`src/design/btcc_pkg.sv`:
```
// Shared types and constants for the battery temperature charge control block.
package btcc_pkg;

  localparam int TEMP_W     = 12;
  localparam int VOLT_W     = 23;
  localparam int CUR_W      = 12;
  localparam int CFG_IDX_W  = 3;
  localparam int CFG_DATA_W = 23;

  // Register reset values
  localparam logic signed [TEMP_W-1:0] COLD_LIMIT_RST   = -12'sd101;
  localparam logic signed [TEMP_W-1:0] COOL_LIMIT_RST   = -12'sd50;
  localparam logic signed [TEMP_W-1:0] NORMAL_LIMIT_RST = 12'sd419;
  localparam logic signed [TEMP_W-1:0] WARM_LIMIT_RST   = 12'sd450;
  localparam logic signed [TEMP_W-1:0] HOT_LIMIT_RST    = 12'sd550;
  localparam logic [VOLT_W-1:0]        VOLT_THRESH_RST  = 23'd4000000;
  localparam logic [CUR_W-1:0]         REDUCED_CUR_RST  = 12'd450;
  localparam logic [CUR_W-1:0]         DEFAULT_CUR_RST  = 12'd0;

  typedef enum logic [CFG_IDX_W-1:0] {
    CFG_COLD_LIMIT   = 3'd0,
    CFG_COOL_LIMIT   = 3'd1,
    CFG_NORMAL_LIMIT = 3'd2,
    CFG_WARM_LIMIT   = 3'd3,
    CFG_HOT_LIMIT    = 3'd4,
    CFG_VOLT_THRESH  = 3'd5,
    CFG_REDUCED_CUR  = 3'd6,
    CFG_DEFAULT_CUR  = 3'd7
  } cfg_idx_t;

  typedef enum logic [1:0] {
    MODE_NORMAL  = 2'd0,
    MODE_REDUCED = 2'd1,
    MODE_STOPPED = 2'd2
  } mode_t;

  typedef enum logic [2:0] {
    KIND_NONE              = 3'd0,
    KIND_NORMAL_TO_STOP    = 3'd1,
    KIND_NORMAL_TO_REDUCED = 3'd2,
    KIND_REDUCED_TO_STOP   = 3'd3,
    KIND_REDUCED_TO_NORMAL = 3'd4,
    KIND_STOP_TO_NORMAL    = 3'd5
  } kind_t;

  typedef enum logic [2:0] {
    ZONE_COLD     = 3'd0,
    ZONE_COOL     = 3'd1,
    ZONE_NORMAL   = 3'd2,
    ZONE_WARM     = 3'd3,
    ZONE_HOT      = 3'd4,
    ZONE_OVERHEAT = 3'd5
  } zone_t;

  typedef enum logic [1:0] {
    HEALTH_GOOD     = 2'd0,
    HEALTH_OVERHEAT = 2'd1,
    HEALTH_COLD     = 2'd2
  } health_t;

  // Classified sample handed from the front end to the state machine
  typedef struct packed {
    zone_t            zone;
    logic             over_volt;
    logic             present;
    logic             changed;
    logic [CUR_W-1:0] cur_normal;
    logic [CUR_W-1:0] cur_reduced;
  } item_t;

endpackage

```
`src/design/battery_temperature_charge_control_top.sv`:
```
// Top level of the battery temperature charge control block.
//
//   channel  direction  handshake             payload
//   in_      input      in_valid / in_stall   temperature, voltage, charger flags, limits
//   out_     output     out_valid / out_stall state, transition, currents, health, flags
//   cfg_     input      cfg_valid / cfg_ready register index and write data
//
// One sample is taken per cycle while in_stall is low; it passes the front end into a
// short queue and leaves through the output register, which is loaded when it is popped.
// The state machine steps per popped sample: one result per cycle without out_stall.
// rst_n is synchronous and active low; it empties the queue and output register.
// An output stall fills the queue; in_stall rises only when the queue is full.
module battery_temperature_charge_control_top #(
  parameter int QUEUE_DEPTH = 2
) (
  input  logic                              clk,
  input  logic                              rst_n,
  input  logic                              in_valid,
  output logic                              in_stall,
  input  logic signed [btcc_pkg::TEMP_W-1:0] in_battery_temp,
  input  logic [btcc_pkg::VOLT_W-1:0]       in_battery_voltage,
  input  logic                              in_charger_present,
  input  logic                              in_charger_changed,
  input  logic [btcc_pkg::CUR_W-1:0]        in_thermal_current_cap,
  input  logic [btcc_pkg::CUR_W-1:0]        in_max_charge_current,
  output logic                              out_valid,
  input  logic                              out_stall,
  output logic [1:0]                        out_charge_state,
  output logic [2:0]                        out_transition_kind,
  output logic                              out_status_refresh,
  output logic                              out_disable_charge,
  output logic [btcc_pkg::CUR_W-1:0]        out_drive_current,
  output logic [1:0]                        out_health,
  output logic                              out_charging_indicator,
  input  logic                              cfg_valid,
  output logic                              cfg_ready,
  input  logic [btcc_pkg::CFG_IDX_W-1:0]    cfg_index,
  input  logic [btcc_pkg::CFG_DATA_W-1:0]   cfg_data
);

  btcc_pkg::item_t            front_item, q_item;
  logic [btcc_pkg::CUR_W-1:0] default_current;
  logic                       q_full, q_valid, q_pop, in_xfer;

  assign cfg_ready = 1'b1;
  assign in_stall  = q_full;
  assign in_xfer   = in_valid && !q_full;

  btcc_front u_front (
    .clk                 (clk),
    .rst_n               (rst_n),
    .cfg_wr              (cfg_valid && cfg_ready),
    .cfg_index           (cfg_index),
    .cfg_data            (cfg_data),
    .battery_temp        (in_battery_temp),
    .battery_voltage     (in_battery_voltage),
    .charger_present     (in_charger_present),
    .charger_changed     (in_charger_changed),
    .thermal_current_cap (in_thermal_current_cap),
    .max_charge_current  (in_max_charge_current),
    .item                (front_item),
    .default_current     (default_current)
  );

  btcc_queue #(
    .DEPTH (QUEUE_DEPTH)
  ) u_queue (
    .clk       (clk),
    .rst_n     (rst_n),
    .push      (in_xfer),
    .push_item (front_item),
    .full      (q_full),
    .pop       (q_pop),
    .pop_item  (q_item),
    .not_empty (q_valid)
  );

  btcc_back u_back (
    .clk                    (clk),
    .rst_n                  (rst_n),
    .q_valid                (q_valid),
    .q_item                 (q_item),
    .q_pop                  (q_pop),
    .default_current        (default_current),
    .out_valid              (out_valid),
    .out_stall              (out_stall),
    .out_charge_state       (out_charge_state),
    .out_transition_kind    (out_transition_kind),
    .out_status_refresh     (out_status_refresh),
    .out_disable_charge     (out_disable_charge),
    .out_drive_current      (out_drive_current),
    .out_health             (out_health),
    .out_charging_indicator (out_charging_indicator)
  );

endmodule

```
`src/design/btcc_front.sv`:
```
// Front end: configuration registers, temperature zoning and current limit selection.
module btcc_front (
  input  logic                              clk,
  input  logic                              rst_n,
  input  logic                              cfg_wr,
  input  logic [btcc_pkg::CFG_IDX_W-1:0]    cfg_index,
  input  logic [btcc_pkg::CFG_DATA_W-1:0]   cfg_data,
  input  logic signed [btcc_pkg::TEMP_W-1:0] battery_temp,
  input  logic [btcc_pkg::VOLT_W-1:0]       battery_voltage,
  input  logic                              charger_present,
  input  logic                              charger_changed,
  input  logic [btcc_pkg::CUR_W-1:0]        thermal_current_cap,
  input  logic [btcc_pkg::CUR_W-1:0]        max_charge_current,
  output btcc_pkg::item_t                   item,
  output logic [btcc_pkg::CUR_W-1:0]        default_current
);

  logic signed [btcc_pkg::TEMP_W-1:0] cold_limit_r, cool_limit_r, normal_limit_r;
  logic signed [btcc_pkg::TEMP_W-1:0] warm_limit_r, hot_limit_r;
  logic [btcc_pkg::VOLT_W-1:0]        volt_thresh_r;
  logic [btcc_pkg::CUR_W-1:0]         reduced_cur_r;
  logic [btcc_pkg::CUR_W-1:0]         default_cur_r;
  btcc_pkg::zone_t                    zone;

  // Hold configuration; take a write transfer into the addressed register
  always_ff @(posedge clk) begin
    if (!rst_n) begin
      cold_limit_r   <= btcc_pkg::COLD_LIMIT_RST;
      cool_limit_r   <= btcc_pkg::COOL_LIMIT_RST;
      normal_limit_r <= btcc_pkg::NORMAL_LIMIT_RST;
      warm_limit_r   <= btcc_pkg::WARM_LIMIT_RST;
      hot_limit_r    <= btcc_pkg::HOT_LIMIT_RST;
      volt_thresh_r  <= btcc_pkg::VOLT_THRESH_RST;
      reduced_cur_r  <= btcc_pkg::REDUCED_CUR_RST;
      default_cur_r  <= btcc_pkg::DEFAULT_CUR_RST;
    end else if (cfg_wr) begin
      case (btcc_pkg::cfg_idx_t'(cfg_index))
        btcc_pkg::CFG_COLD_LIMIT:   cold_limit_r   <= cfg_data[btcc_pkg::TEMP_W-1:0];
        btcc_pkg::CFG_COOL_LIMIT:   cool_limit_r   <= cfg_data[btcc_pkg::TEMP_W-1:0];
        btcc_pkg::CFG_NORMAL_LIMIT: normal_limit_r <= cfg_data[btcc_pkg::TEMP_W-1:0];
        btcc_pkg::CFG_WARM_LIMIT:   warm_limit_r   <= cfg_data[btcc_pkg::TEMP_W-1:0];
        btcc_pkg::CFG_HOT_LIMIT:    hot_limit_r    <= cfg_data[btcc_pkg::TEMP_W-1:0];
        btcc_pkg::CFG_VOLT_THRESH:  volt_thresh_r  <= cfg_data[btcc_pkg::VOLT_W-1:0];
        btcc_pkg::CFG_REDUCED_CUR:  reduced_cur_r  <= cfg_data[btcc_pkg::CUR_W-1:0];
        btcc_pkg::CFG_DEFAULT_CUR:  default_cur_r  <= cfg_data[btcc_pkg::CUR_W-1:0];
        default: ;
      endcase
    end
  end

  // Sort temperature into a zone, highest zone first; unordered limits fall to normal
  always_comb begin
    if (battery_temp > hot_limit_r)
      zone = btcc_pkg::ZONE_OVERHEAT;
    else if (battery_temp > warm_limit_r && battery_temp <= hot_limit_r)
      zone = btcc_pkg::ZONE_HOT;
    else if (battery_temp > normal_limit_r && battery_temp <= warm_limit_r)
      zone = btcc_pkg::ZONE_WARM;
    else if (battery_temp > cool_limit_r && battery_temp <= normal_limit_r)
      zone = btcc_pkg::ZONE_NORMAL;
    else if (battery_temp > cold_limit_r && battery_temp <= cool_limit_r)
      zone = btcc_pkg::ZONE_COOL;
    else if (battery_temp <= cold_limit_r)
      zone = btcc_pkg::ZONE_COLD;
    else
      zone = btcc_pkg::ZONE_NORMAL;
  end

  // Precompute the candidate currents and the voltage check
  always_comb begin
    item.zone        = zone;
    item.over_volt   = battery_voltage > volt_thresh_r;
    item.present     = charger_present;
    item.changed     = charger_changed;
    item.cur_normal  = (thermal_current_cap <= max_charge_current) ?
                       thermal_current_cap : max_charge_current;
    item.cur_reduced = (thermal_current_cap <= reduced_cur_r) ?
                       thermal_current_cap : reduced_cur_r;
  end

  assign default_current = default_cur_r;

endmodule

```
`src/design/btcc_queue.sv`:
```
// Short queue of classified samples between front end and state machine.
module btcc_queue #(
  parameter int DEPTH = 2
) (
  input  logic            clk,
  input  logic            rst_n,
  input  logic            push,
  input  btcc_pkg::item_t push_item,
  output logic            full,
  input  logic            pop,
  output btcc_pkg::item_t pop_item,
  output logic            not_empty
);

  localparam int PTR_W = (DEPTH > 1) ? $clog2(DEPTH) : 1;
  localparam int CNT_W = $clog2(DEPTH + 1);

  btcc_pkg::item_t   mem_r [DEPTH];
  logic [PTR_W-1:0]  wr_ptr_r, rd_ptr_r;
  logic [CNT_W-1:0]  count_r, count_nxt;

  assign full      = (count_r == CNT_W'(DEPTH));
  assign not_empty = (count_r != '0);
  assign pop_item  = mem_r[rd_ptr_r];

  // Store a pushed entry
  always_ff @(posedge clk) begin
    if (push) begin
      mem_r[wr_ptr_r] <= push_item;
    end
  end

  // Track occupancy
  always_comb begin
    case ({push, pop})
      2'b10:   count_nxt = count_r + 1'b1;
      2'b01:   count_nxt = count_r - 1'b1;
      default: count_nxt = count_r;
    endcase
  end

  // Advance pointers with wrap at the depth
  always_ff @(posedge clk) begin
    if (!rst_n) begin
      wr_ptr_r <= '0;
      rd_ptr_r <= '0;
      count_r  <= '0;
    end else begin
      count_r <= count_nxt;
      if (push) begin
        wr_ptr_r <= (wr_ptr_r == PTR_W'(DEPTH - 1)) ? '0 : wr_ptr_r + 1'b1;
      end
      if (pop) begin
        rd_ptr_r <= (rd_ptr_r == PTR_W'(DEPTH - 1)) ? '0 : rd_ptr_r + 1'b1;
      end
    end
  end

`ifndef SYNTH
  a_no_overflow: assert property (@(posedge clk) disable iff (!rst_n)
    full |-> !push || pop)
    else $error("queue pushed while full");

  a_no_underflow: assert property (@(posedge clk) disable iff (!rst_n)
    pop |-> not_empty)
    else $error("queue popped while empty");

  a_count_bound: assert property (@(posedge clk) disable iff (!rst_n)
    count_r <= CNT_W'(DEPTH))
    else $error("queue occupancy above depth");
`endif

endmodule

```
`src/design/btcc_back.sv`:
```
// Back end: charger state machine, status refresh tracking and the output register.
module btcc_back (
  input  logic                       clk,
  input  logic                       rst_n,
  input  logic                       q_valid,
  input  btcc_pkg::item_t            q_item,
  output logic                       q_pop,
  input  logic [btcc_pkg::CUR_W-1:0] default_current,
  output logic                       out_valid,
  input  logic                       out_stall,
  output logic [1:0]                 out_charge_state,
  output logic [2:0]                 out_transition_kind,
  output logic                       out_status_refresh,
  output logic                       out_disable_charge,
  output logic [btcc_pkg::CUR_W-1:0] out_drive_current,
  output logic [1:0]                 out_health,
  output logic                       out_charging_indicator
);

  btcc_pkg::mode_t   mode_r, mode_nxt, mode_eff;
  logic              last_charger_r, last_charger_nxt;
  logic              ind_r, ind_nxt;
  logic [btcc_pkg::CUR_W-1:0] last_cur_r;
  btcc_pkg::kind_t   kind;
  btcc_pkg::health_t health;
  logic [btcc_pkg::CUR_W-1:0] cur;
  logic              charger_event, insert_refresh, refresh_req;

  logic              out_valid_r;
  logic [1:0]        charge_state_r;
  logic [2:0]        kind_r;
  logic              refresh_r, disable_r, ind_out_r;
  logic [btcc_pkg::CUR_W-1:0] cur_r;
  logic [1:0]        health_r;

  // Take the next entry when the output register is free or being drained
  assign q_pop = q_valid && (!out_valid_r || !out_stall);

  // Charger attach or re-evaluation puts the machine back to normal
  always_comb begin
    charger_event    = (last_charger_r ^ q_item.present) || q_item.changed;
    last_charger_nxt = charger_event ? q_item.present : last_charger_r;
    insert_refresh   = charger_event && q_item.present;
    mode_eff         = insert_refresh ? btcc_pkg::MODE_NORMAL : mode_r;
  end

  // Next state, transition kind and indicator
  always_comb begin
    mode_nxt = mode_eff;
    ind_nxt  = ind_r;
    kind     = btcc_pkg::KIND_NONE;
    case (mode_eff)
      btcc_pkg::MODE_NORMAL: begin
        if (q_item.zone == btcc_pkg::ZONE_OVERHEAT || q_item.zone == btcc_pkg::ZONE_COLD) begin
          kind     = btcc_pkg::KIND_NORMAL_TO_STOP;
          ind_nxt  = (q_item.zone == btcc_pkg::ZONE_COLD);
          mode_nxt = btcc_pkg::MODE_STOPPED;
        end else if (q_item.zone == btcc_pkg::ZONE_HOT) begin
          if (q_item.over_volt) begin
            kind     = btcc_pkg::KIND_NORMAL_TO_STOP;
            ind_nxt  = 1'b1;
            mode_nxt = btcc_pkg::MODE_STOPPED;
          end else begin
            kind     = btcc_pkg::KIND_NORMAL_TO_REDUCED;
            ind_nxt  = 1'b0;
            mode_nxt = btcc_pkg::MODE_REDUCED;
          end
        end
      end
      btcc_pkg::MODE_REDUCED: begin
        if (q_item.zone == btcc_pkg::ZONE_OVERHEAT || q_item.zone == btcc_pkg::ZONE_COLD) begin
          kind     = btcc_pkg::KIND_REDUCED_TO_STOP;
          ind_nxt  = (q_item.zone == btcc_pkg::ZONE_COLD);
          mode_nxt = btcc_pkg::MODE_STOPPED;
        end else if (q_item.over_volt) begin
          kind     = btcc_pkg::KIND_REDUCED_TO_STOP;
          ind_nxt  = 1'b1;
          mode_nxt = btcc_pkg::MODE_STOPPED;
        end else if (q_item.zone inside {btcc_pkg::ZONE_COOL, btcc_pkg::ZONE_NORMAL}) begin
          kind     = btcc_pkg::KIND_REDUCED_TO_NORMAL;
          ind_nxt  = 1'b0;
          mode_nxt = btcc_pkg::MODE_NORMAL;
        end
      end
      btcc_pkg::MODE_STOPPED: begin
        if (q_item.zone == btcc_pkg::ZONE_NORMAL) begin
          kind     = btcc_pkg::KIND_STOP_TO_NORMAL;
          ind_nxt  = 1'b0;
          mode_nxt = btcc_pkg::MODE_NORMAL;
        end else if (q_item.zone == btcc_pkg::ZONE_OVERHEAT) begin
          ind_nxt = 1'b0;
        end
      end
      default: ;
    endcase
  end

  // Drive current, health and status refresh for the new state
  always_comb begin
    case (mode_nxt)
      btcc_pkg::MODE_NORMAL:  cur = q_item.cur_normal;
      btcc_pkg::MODE_REDUCED: cur = q_item.cur_reduced;
      default:                cur = default_current;
    endcase
    case (q_item.zone)
      btcc_pkg::ZONE_OVERHEAT: health = btcc_pkg::HEALTH_OVERHEAT;
      btcc_pkg::ZONE_COLD:     health = btcc_pkg::HEALTH_COLD;
      default:                 health = btcc_pkg::HEALTH_GOOD;
    endcase
    refresh_req = insert_refresh || (last_cur_r != cur) || (ind_r != ind_nxt);
  end

  // Advance the machine state on each popped sample
  always_ff @(posedge clk) begin
    if (!rst_n) begin
      mode_r         <= btcc_pkg::MODE_NORMAL;
      last_charger_r <= 1'b0;
      ind_r          <= 1'b0;
      last_cur_r     <= '0;
    end else if (q_pop) begin
      mode_r         <= mode_nxt;
      last_charger_r <= last_charger_nxt;
      ind_r          <= ind_nxt;
      last_cur_r     <= cur;
    end
  end

  // Hold the result until the downstream transfer completes
  always_ff @(posedge clk) begin
    if (!rst_n) begin
      out_valid_r <= 1'b0;
    end else if (q_pop) begin
      out_valid_r <= 1'b1;
    end else if (!out_stall) begin
      out_valid_r <= 1'b0;
    end
  end

  always_ff @(posedge clk) begin
    if (q_pop) begin
      charge_state_r <= mode_nxt;
      kind_r         <= kind;
      refresh_r      <= refresh_req;
      disable_r      <= (mode_nxt == btcc_pkg::MODE_STOPPED);
      cur_r          <= cur;
      health_r       <= health;
      ind_out_r      <= ind_nxt;
    end
  end

  assign out_valid              = out_valid_r;
  assign out_charge_state       = charge_state_r;
  assign out_transition_kind    = kind_r;
  assign out_status_refresh     = refresh_r;
  assign out_disable_charge     = disable_r;
  assign out_drive_current      = cur_r;
  assign out_health             = health_r;
  assign out_charging_indicator = ind_out_r;

`ifndef SYNTH
  a_pop_fills_output: assert property (@(posedge clk) disable iff (!rst_n)
    q_pop |=> out_valid_r)
    else $error("popped sample did not reach the output register");

  a_ind_change_refreshes: assert property (@(posedge clk) disable iff (!rst_n)
    q_pop && (ind_nxt != ind_r) |=> out_status_refresh)
    else $error("indicator change without status refresh");

  a_resume_from_stop: assert property (@(posedge clk) disable iff (!rst_n)
    q_pop && (kind == btcc_pkg::KIND_STOP_TO_NORMAL) |->
      (mode_r == btcc_pkg::MODE_STOPPED) && !insert_refresh)
    else $error("resume from stop without a stopped state");
`endif

endmodule
```
`config.mk`:
```
export PLATFORM = sky130hd
export DESIGN_NAME = battery_temperature_charge_control_top
export DESIGN_NICKNAME = d
export VERILOG_FILES = /design/src/design/btcc_pkg.sv /design/src/design/battery_temperature_charge_control_top.sv /design/src/design/btcc_front.sv /design/src/design/btcc_queue.sv /design/src/design/btcc_back.sv
export SDC_FILE = /design/constraint.sdc
export NUM_CORES = 1
export LEC_CHECK = 0
export BUFFER_PORTS_ARGS = -buffer_cell sky130_fd_sc_hd__buf_2
export CORE_UTILIZATION = 46
export CTS_BUF_LIST = sky130_fd_sc_hd__clkbuf_8
export DETAILED_ROUTE_END_ITERATION = 16
export GPL_ROUTABILITY_DRIVEN = 0
export PLACE_DENSITY_LB_ADDON = 0.08
export SETUP_SLACK_MARGIN = 0.2
export SLEW_MARGIN = 15
export SYNTH_ARGS = -nofsm -noshare
export SYNTH_HDL_FRONTEND = slang
export SYNTH_SLANG_ARGS = --single-unit
export TNS_END_PERCENT = 1
```
`constraint.sdc`:
```
create_clock -name clk -period 4.5 [get_ports clk]
set_clock_uncertainty 0.2 [all_clocks]
set_input_delay 0.45 -clock clk [delete_from_list [all_inputs] [get_ports clk]]
set_output_delay 0.45 -clock clk [all_outputs]
set_load 0.01 [all_outputs]
```
==> impl_metrics.toml <==
[critical_path]
cp-end-kind = "register"
startpoint_type = "register"
r2r_setup_slack_ns = 1.22
critPathKind = "register to register"
r2r_end = "u_back.out_status_refresh"
worstPathArrival_ns = 3.35
crit_required_ns = 4.57
critPathMaxFanout = 28
r2r_cells = 8

[drt]
vias = 9104
vias_per_cell = 5.35
ant_nets = 0
drc = 0
drtIter0Drc = 441
post_drt_wl_per_cell_um = 17.4
wl_um = 29700
dr.pass1.iters = 5

[finish]
design_area_um2 = 13300
area_growth_pct = 13.8
stdcell_count = 1703
fillCellCount = 2410
drive_gt1_share_pct = 16.4
nets = 1544
fin_util_pct = 53.1
mostFrequentLayoutCell = "nand2_1"
final_cell_mix = "nand2_1, inv_1, dfxtp_1"
diodes = 0

[synthesis]
synth_edf_count = 82
yosysTopAreaCell = "dfxtp_1"
syn_nets = 1424
async_reset_ff_share_pct = 0
yosys-top-cells-area = "dfxtp_1, edfxtp_1, ha_1"
yosysWarnings = 0
ys_types = 81
netlist.area_leader.share_pct = 22.1
postSynthAreaPerCell_um2 = 9.57
syn_area_um2 = 11700
synth_top_flop_cell = "dfxtp_1"
synth_cells = 1224
ys_seq_area_share_pct = 43.1
ys_seq_elements = 211

[min_path]
hold_path.class = "input port to register"
hold_depth = 2
min-delay-start = "in_max_charge_current[5]"
holdPathEnd = "u_queue.mem_r[0][17]"

[die]
io_pins = 117
die_area_um2 = 26100
start_util_pct = 46.6
core-area_um2 = 25100
chipHeight_um = 162
die_w_um = 162
row_count = 58

[timing]
max_freq_mhz = 305
rsz0062_at_grt = "false"
fin_crit_ns = 3.28
maxSlewViolCount = 0
finalSetupViolCount = 0
min_period_over_period_pct = 72.9
slew_headroom_pct = 26.5
hold_viol = 0
fin_setup_tns_ns = 0
tightestPinTransition_ns = 1.10

[global_routing]
grt_antenna_before_repair = 0
grt_pass1_vias = 8662
grt_pass1_wl_um = 46900
grt-ovfl-total = 0
grtUsageTotal_pct = 22.9
grt_max_degree = 103

[cts]
clkTransAtPathRegs_ns = 0.06
tritoncts = "built"
clock-root-buffer = "clkbuf_8"
clock_sinks = 211
numCtsBuffers = 38
worst_skew_pair.late_latency_ns = 0.53
cts-htree-levels = 2
clockBufferDepth = 3

[run]
drv_cap = 0

[placed_design]
io_buffers = 115
place_area_um2 = 12500
place_hpwl_um = 21300
place_inst = 1620

[run_status]
status = "complete, no violations"

[pwr]
powerDensity_nw_per_um2 = 470
vdd_drop_max_uv = 307
p_leak_nw = 5.54
flip-flops by register name, summed over array words and instances (netlist names), 12 cells and up, named ones only:
signal	flops
u_back.out_drive_current	12
u_front.cool_limit_r	12
u_front.warm_limit_r	12
u_front.default_current	12
u_back.last_cur_r	12
u_front.hot_limit_r	12
u_queue.mem_r	60
u_front.volt_thresh_r	23
u_front.cold_limit_r	12
u_front.reduced_cur_r	12
u_front.normal_limit_r	12
area by class of cell:
class,count,area [um2],area share (%)
clock buffer,41,564,4.23
clock inverter,28,141,1.06
multi-input combinational,825,5890,44.2
tap,330,413,3.10
inverter,130,488,3.66
timing repair buffer,138,786,5.90
sequential,211,5050,37.9
critical path, cell delays in order (launching register included):
cell and delay (ns):
dfxtp_2 0.56, buf_4 0.48, o32ai_1 0.22, a32oi_1 0.61, o32ai_1 0.16, a31oi_1 0.33
xnor2_1 0.16, nand4_1 0.11, nand4bb_1 0.18
kinds of logic after synthesis:
group	count (synthesis)	share of synthesized area (%)
xor gates and xnor gates	6	0.449
AOI/OAI and AO/OA	281	18.5
buffers and inverters	188	6.76
other	1	0.0320
muxes	55	5.14
adders and majority gates	108	11.5
DFF	211	43.1
and+or+nand+nor	374	14.5
power breakdown:
part	leakage, nW	switching (mW)	internal, mW
combinational	3.28	1.19	0.841
sequential	1.82	0.191	2.36
clock	0.440	0.795	0.897
synth_stat cells (5+ instances only):
cell and number:
nand2_1 221, dfxtp_1 129, inv_1 129, ha_1 108, edfxtp_1 82, a21boi_0 70, o211ai_1 45, nor2_1 37
clkbuf_1 34, mux2_2 26, mux2i_1 26, nor2b_1 26, a21oi_1 25, nand4_1 24, o21ai_0 20, a21o_1 19
o21a_1 16, nand3_1 14, nor3_1 14, buf_4 12, a21boi_1 10, nand2b_1 8, and2_1 7, a2111o_1 6
buf_2 6, o22ai_1 6, xnor2_1 6, a22oi_1 5
worst max path at each step:
stage,from,endpoint,slack (ns),depth (start not counted)
2_1_floorplan,in_max_charge_current[5],u_queue.mem_r[0][13],1.57,11
3_3_place_gp,in_thermal_current_cap[5],u_queue.mem_r[0][4],1.27,10
3_5_place_dp,register,u_back.out_status_refresh,1.22,8
4_1_cts,register,u_back.out_status_refresh,1.19,8
5_1_grt,register,u_back.out_status_refresh,0.89,8
6_report,register,u_back.out_status_refresh,1.22,8
through the flow:
stage | hold WS, ns | total power [mW] | setup slack [ns]
2_1_floorplan | 0.243 | 4.08 | 1.57
3_3_place_gp | 0.251 | 4.59 | 1.27
3_5_place_dp | 0.257 | 4.61 | 1.22
4_1_cts | 0.0430 | 6.33 | 1.19
5_1_grt | 0.0461 | 6.64 | 0.888
6_report | 0.0700 | 6.27 | 1.22
per-layer routing:
metal | wire, um | vias to the layer above | track usage (%)
li1 | - | 4568 | -
met1 | 14000 | 4289 | 31.2
met2 | 13700 | 203 | 37.0
met3 | 1340 | 44 | 3.70
met4 | 640 | 0 | 7.55
met5 | 0 | - | 0
repair_timing:
action                                  in CTS  in global routing
resized for setup                            0                  0
hold endpoints to repair                    16                  0
hold buffers                                14                  0
buffers inserted                             0                  0
endpoints found under the setup margin       0                  0
Note: power is estimated with default switching activity, not from simulation.
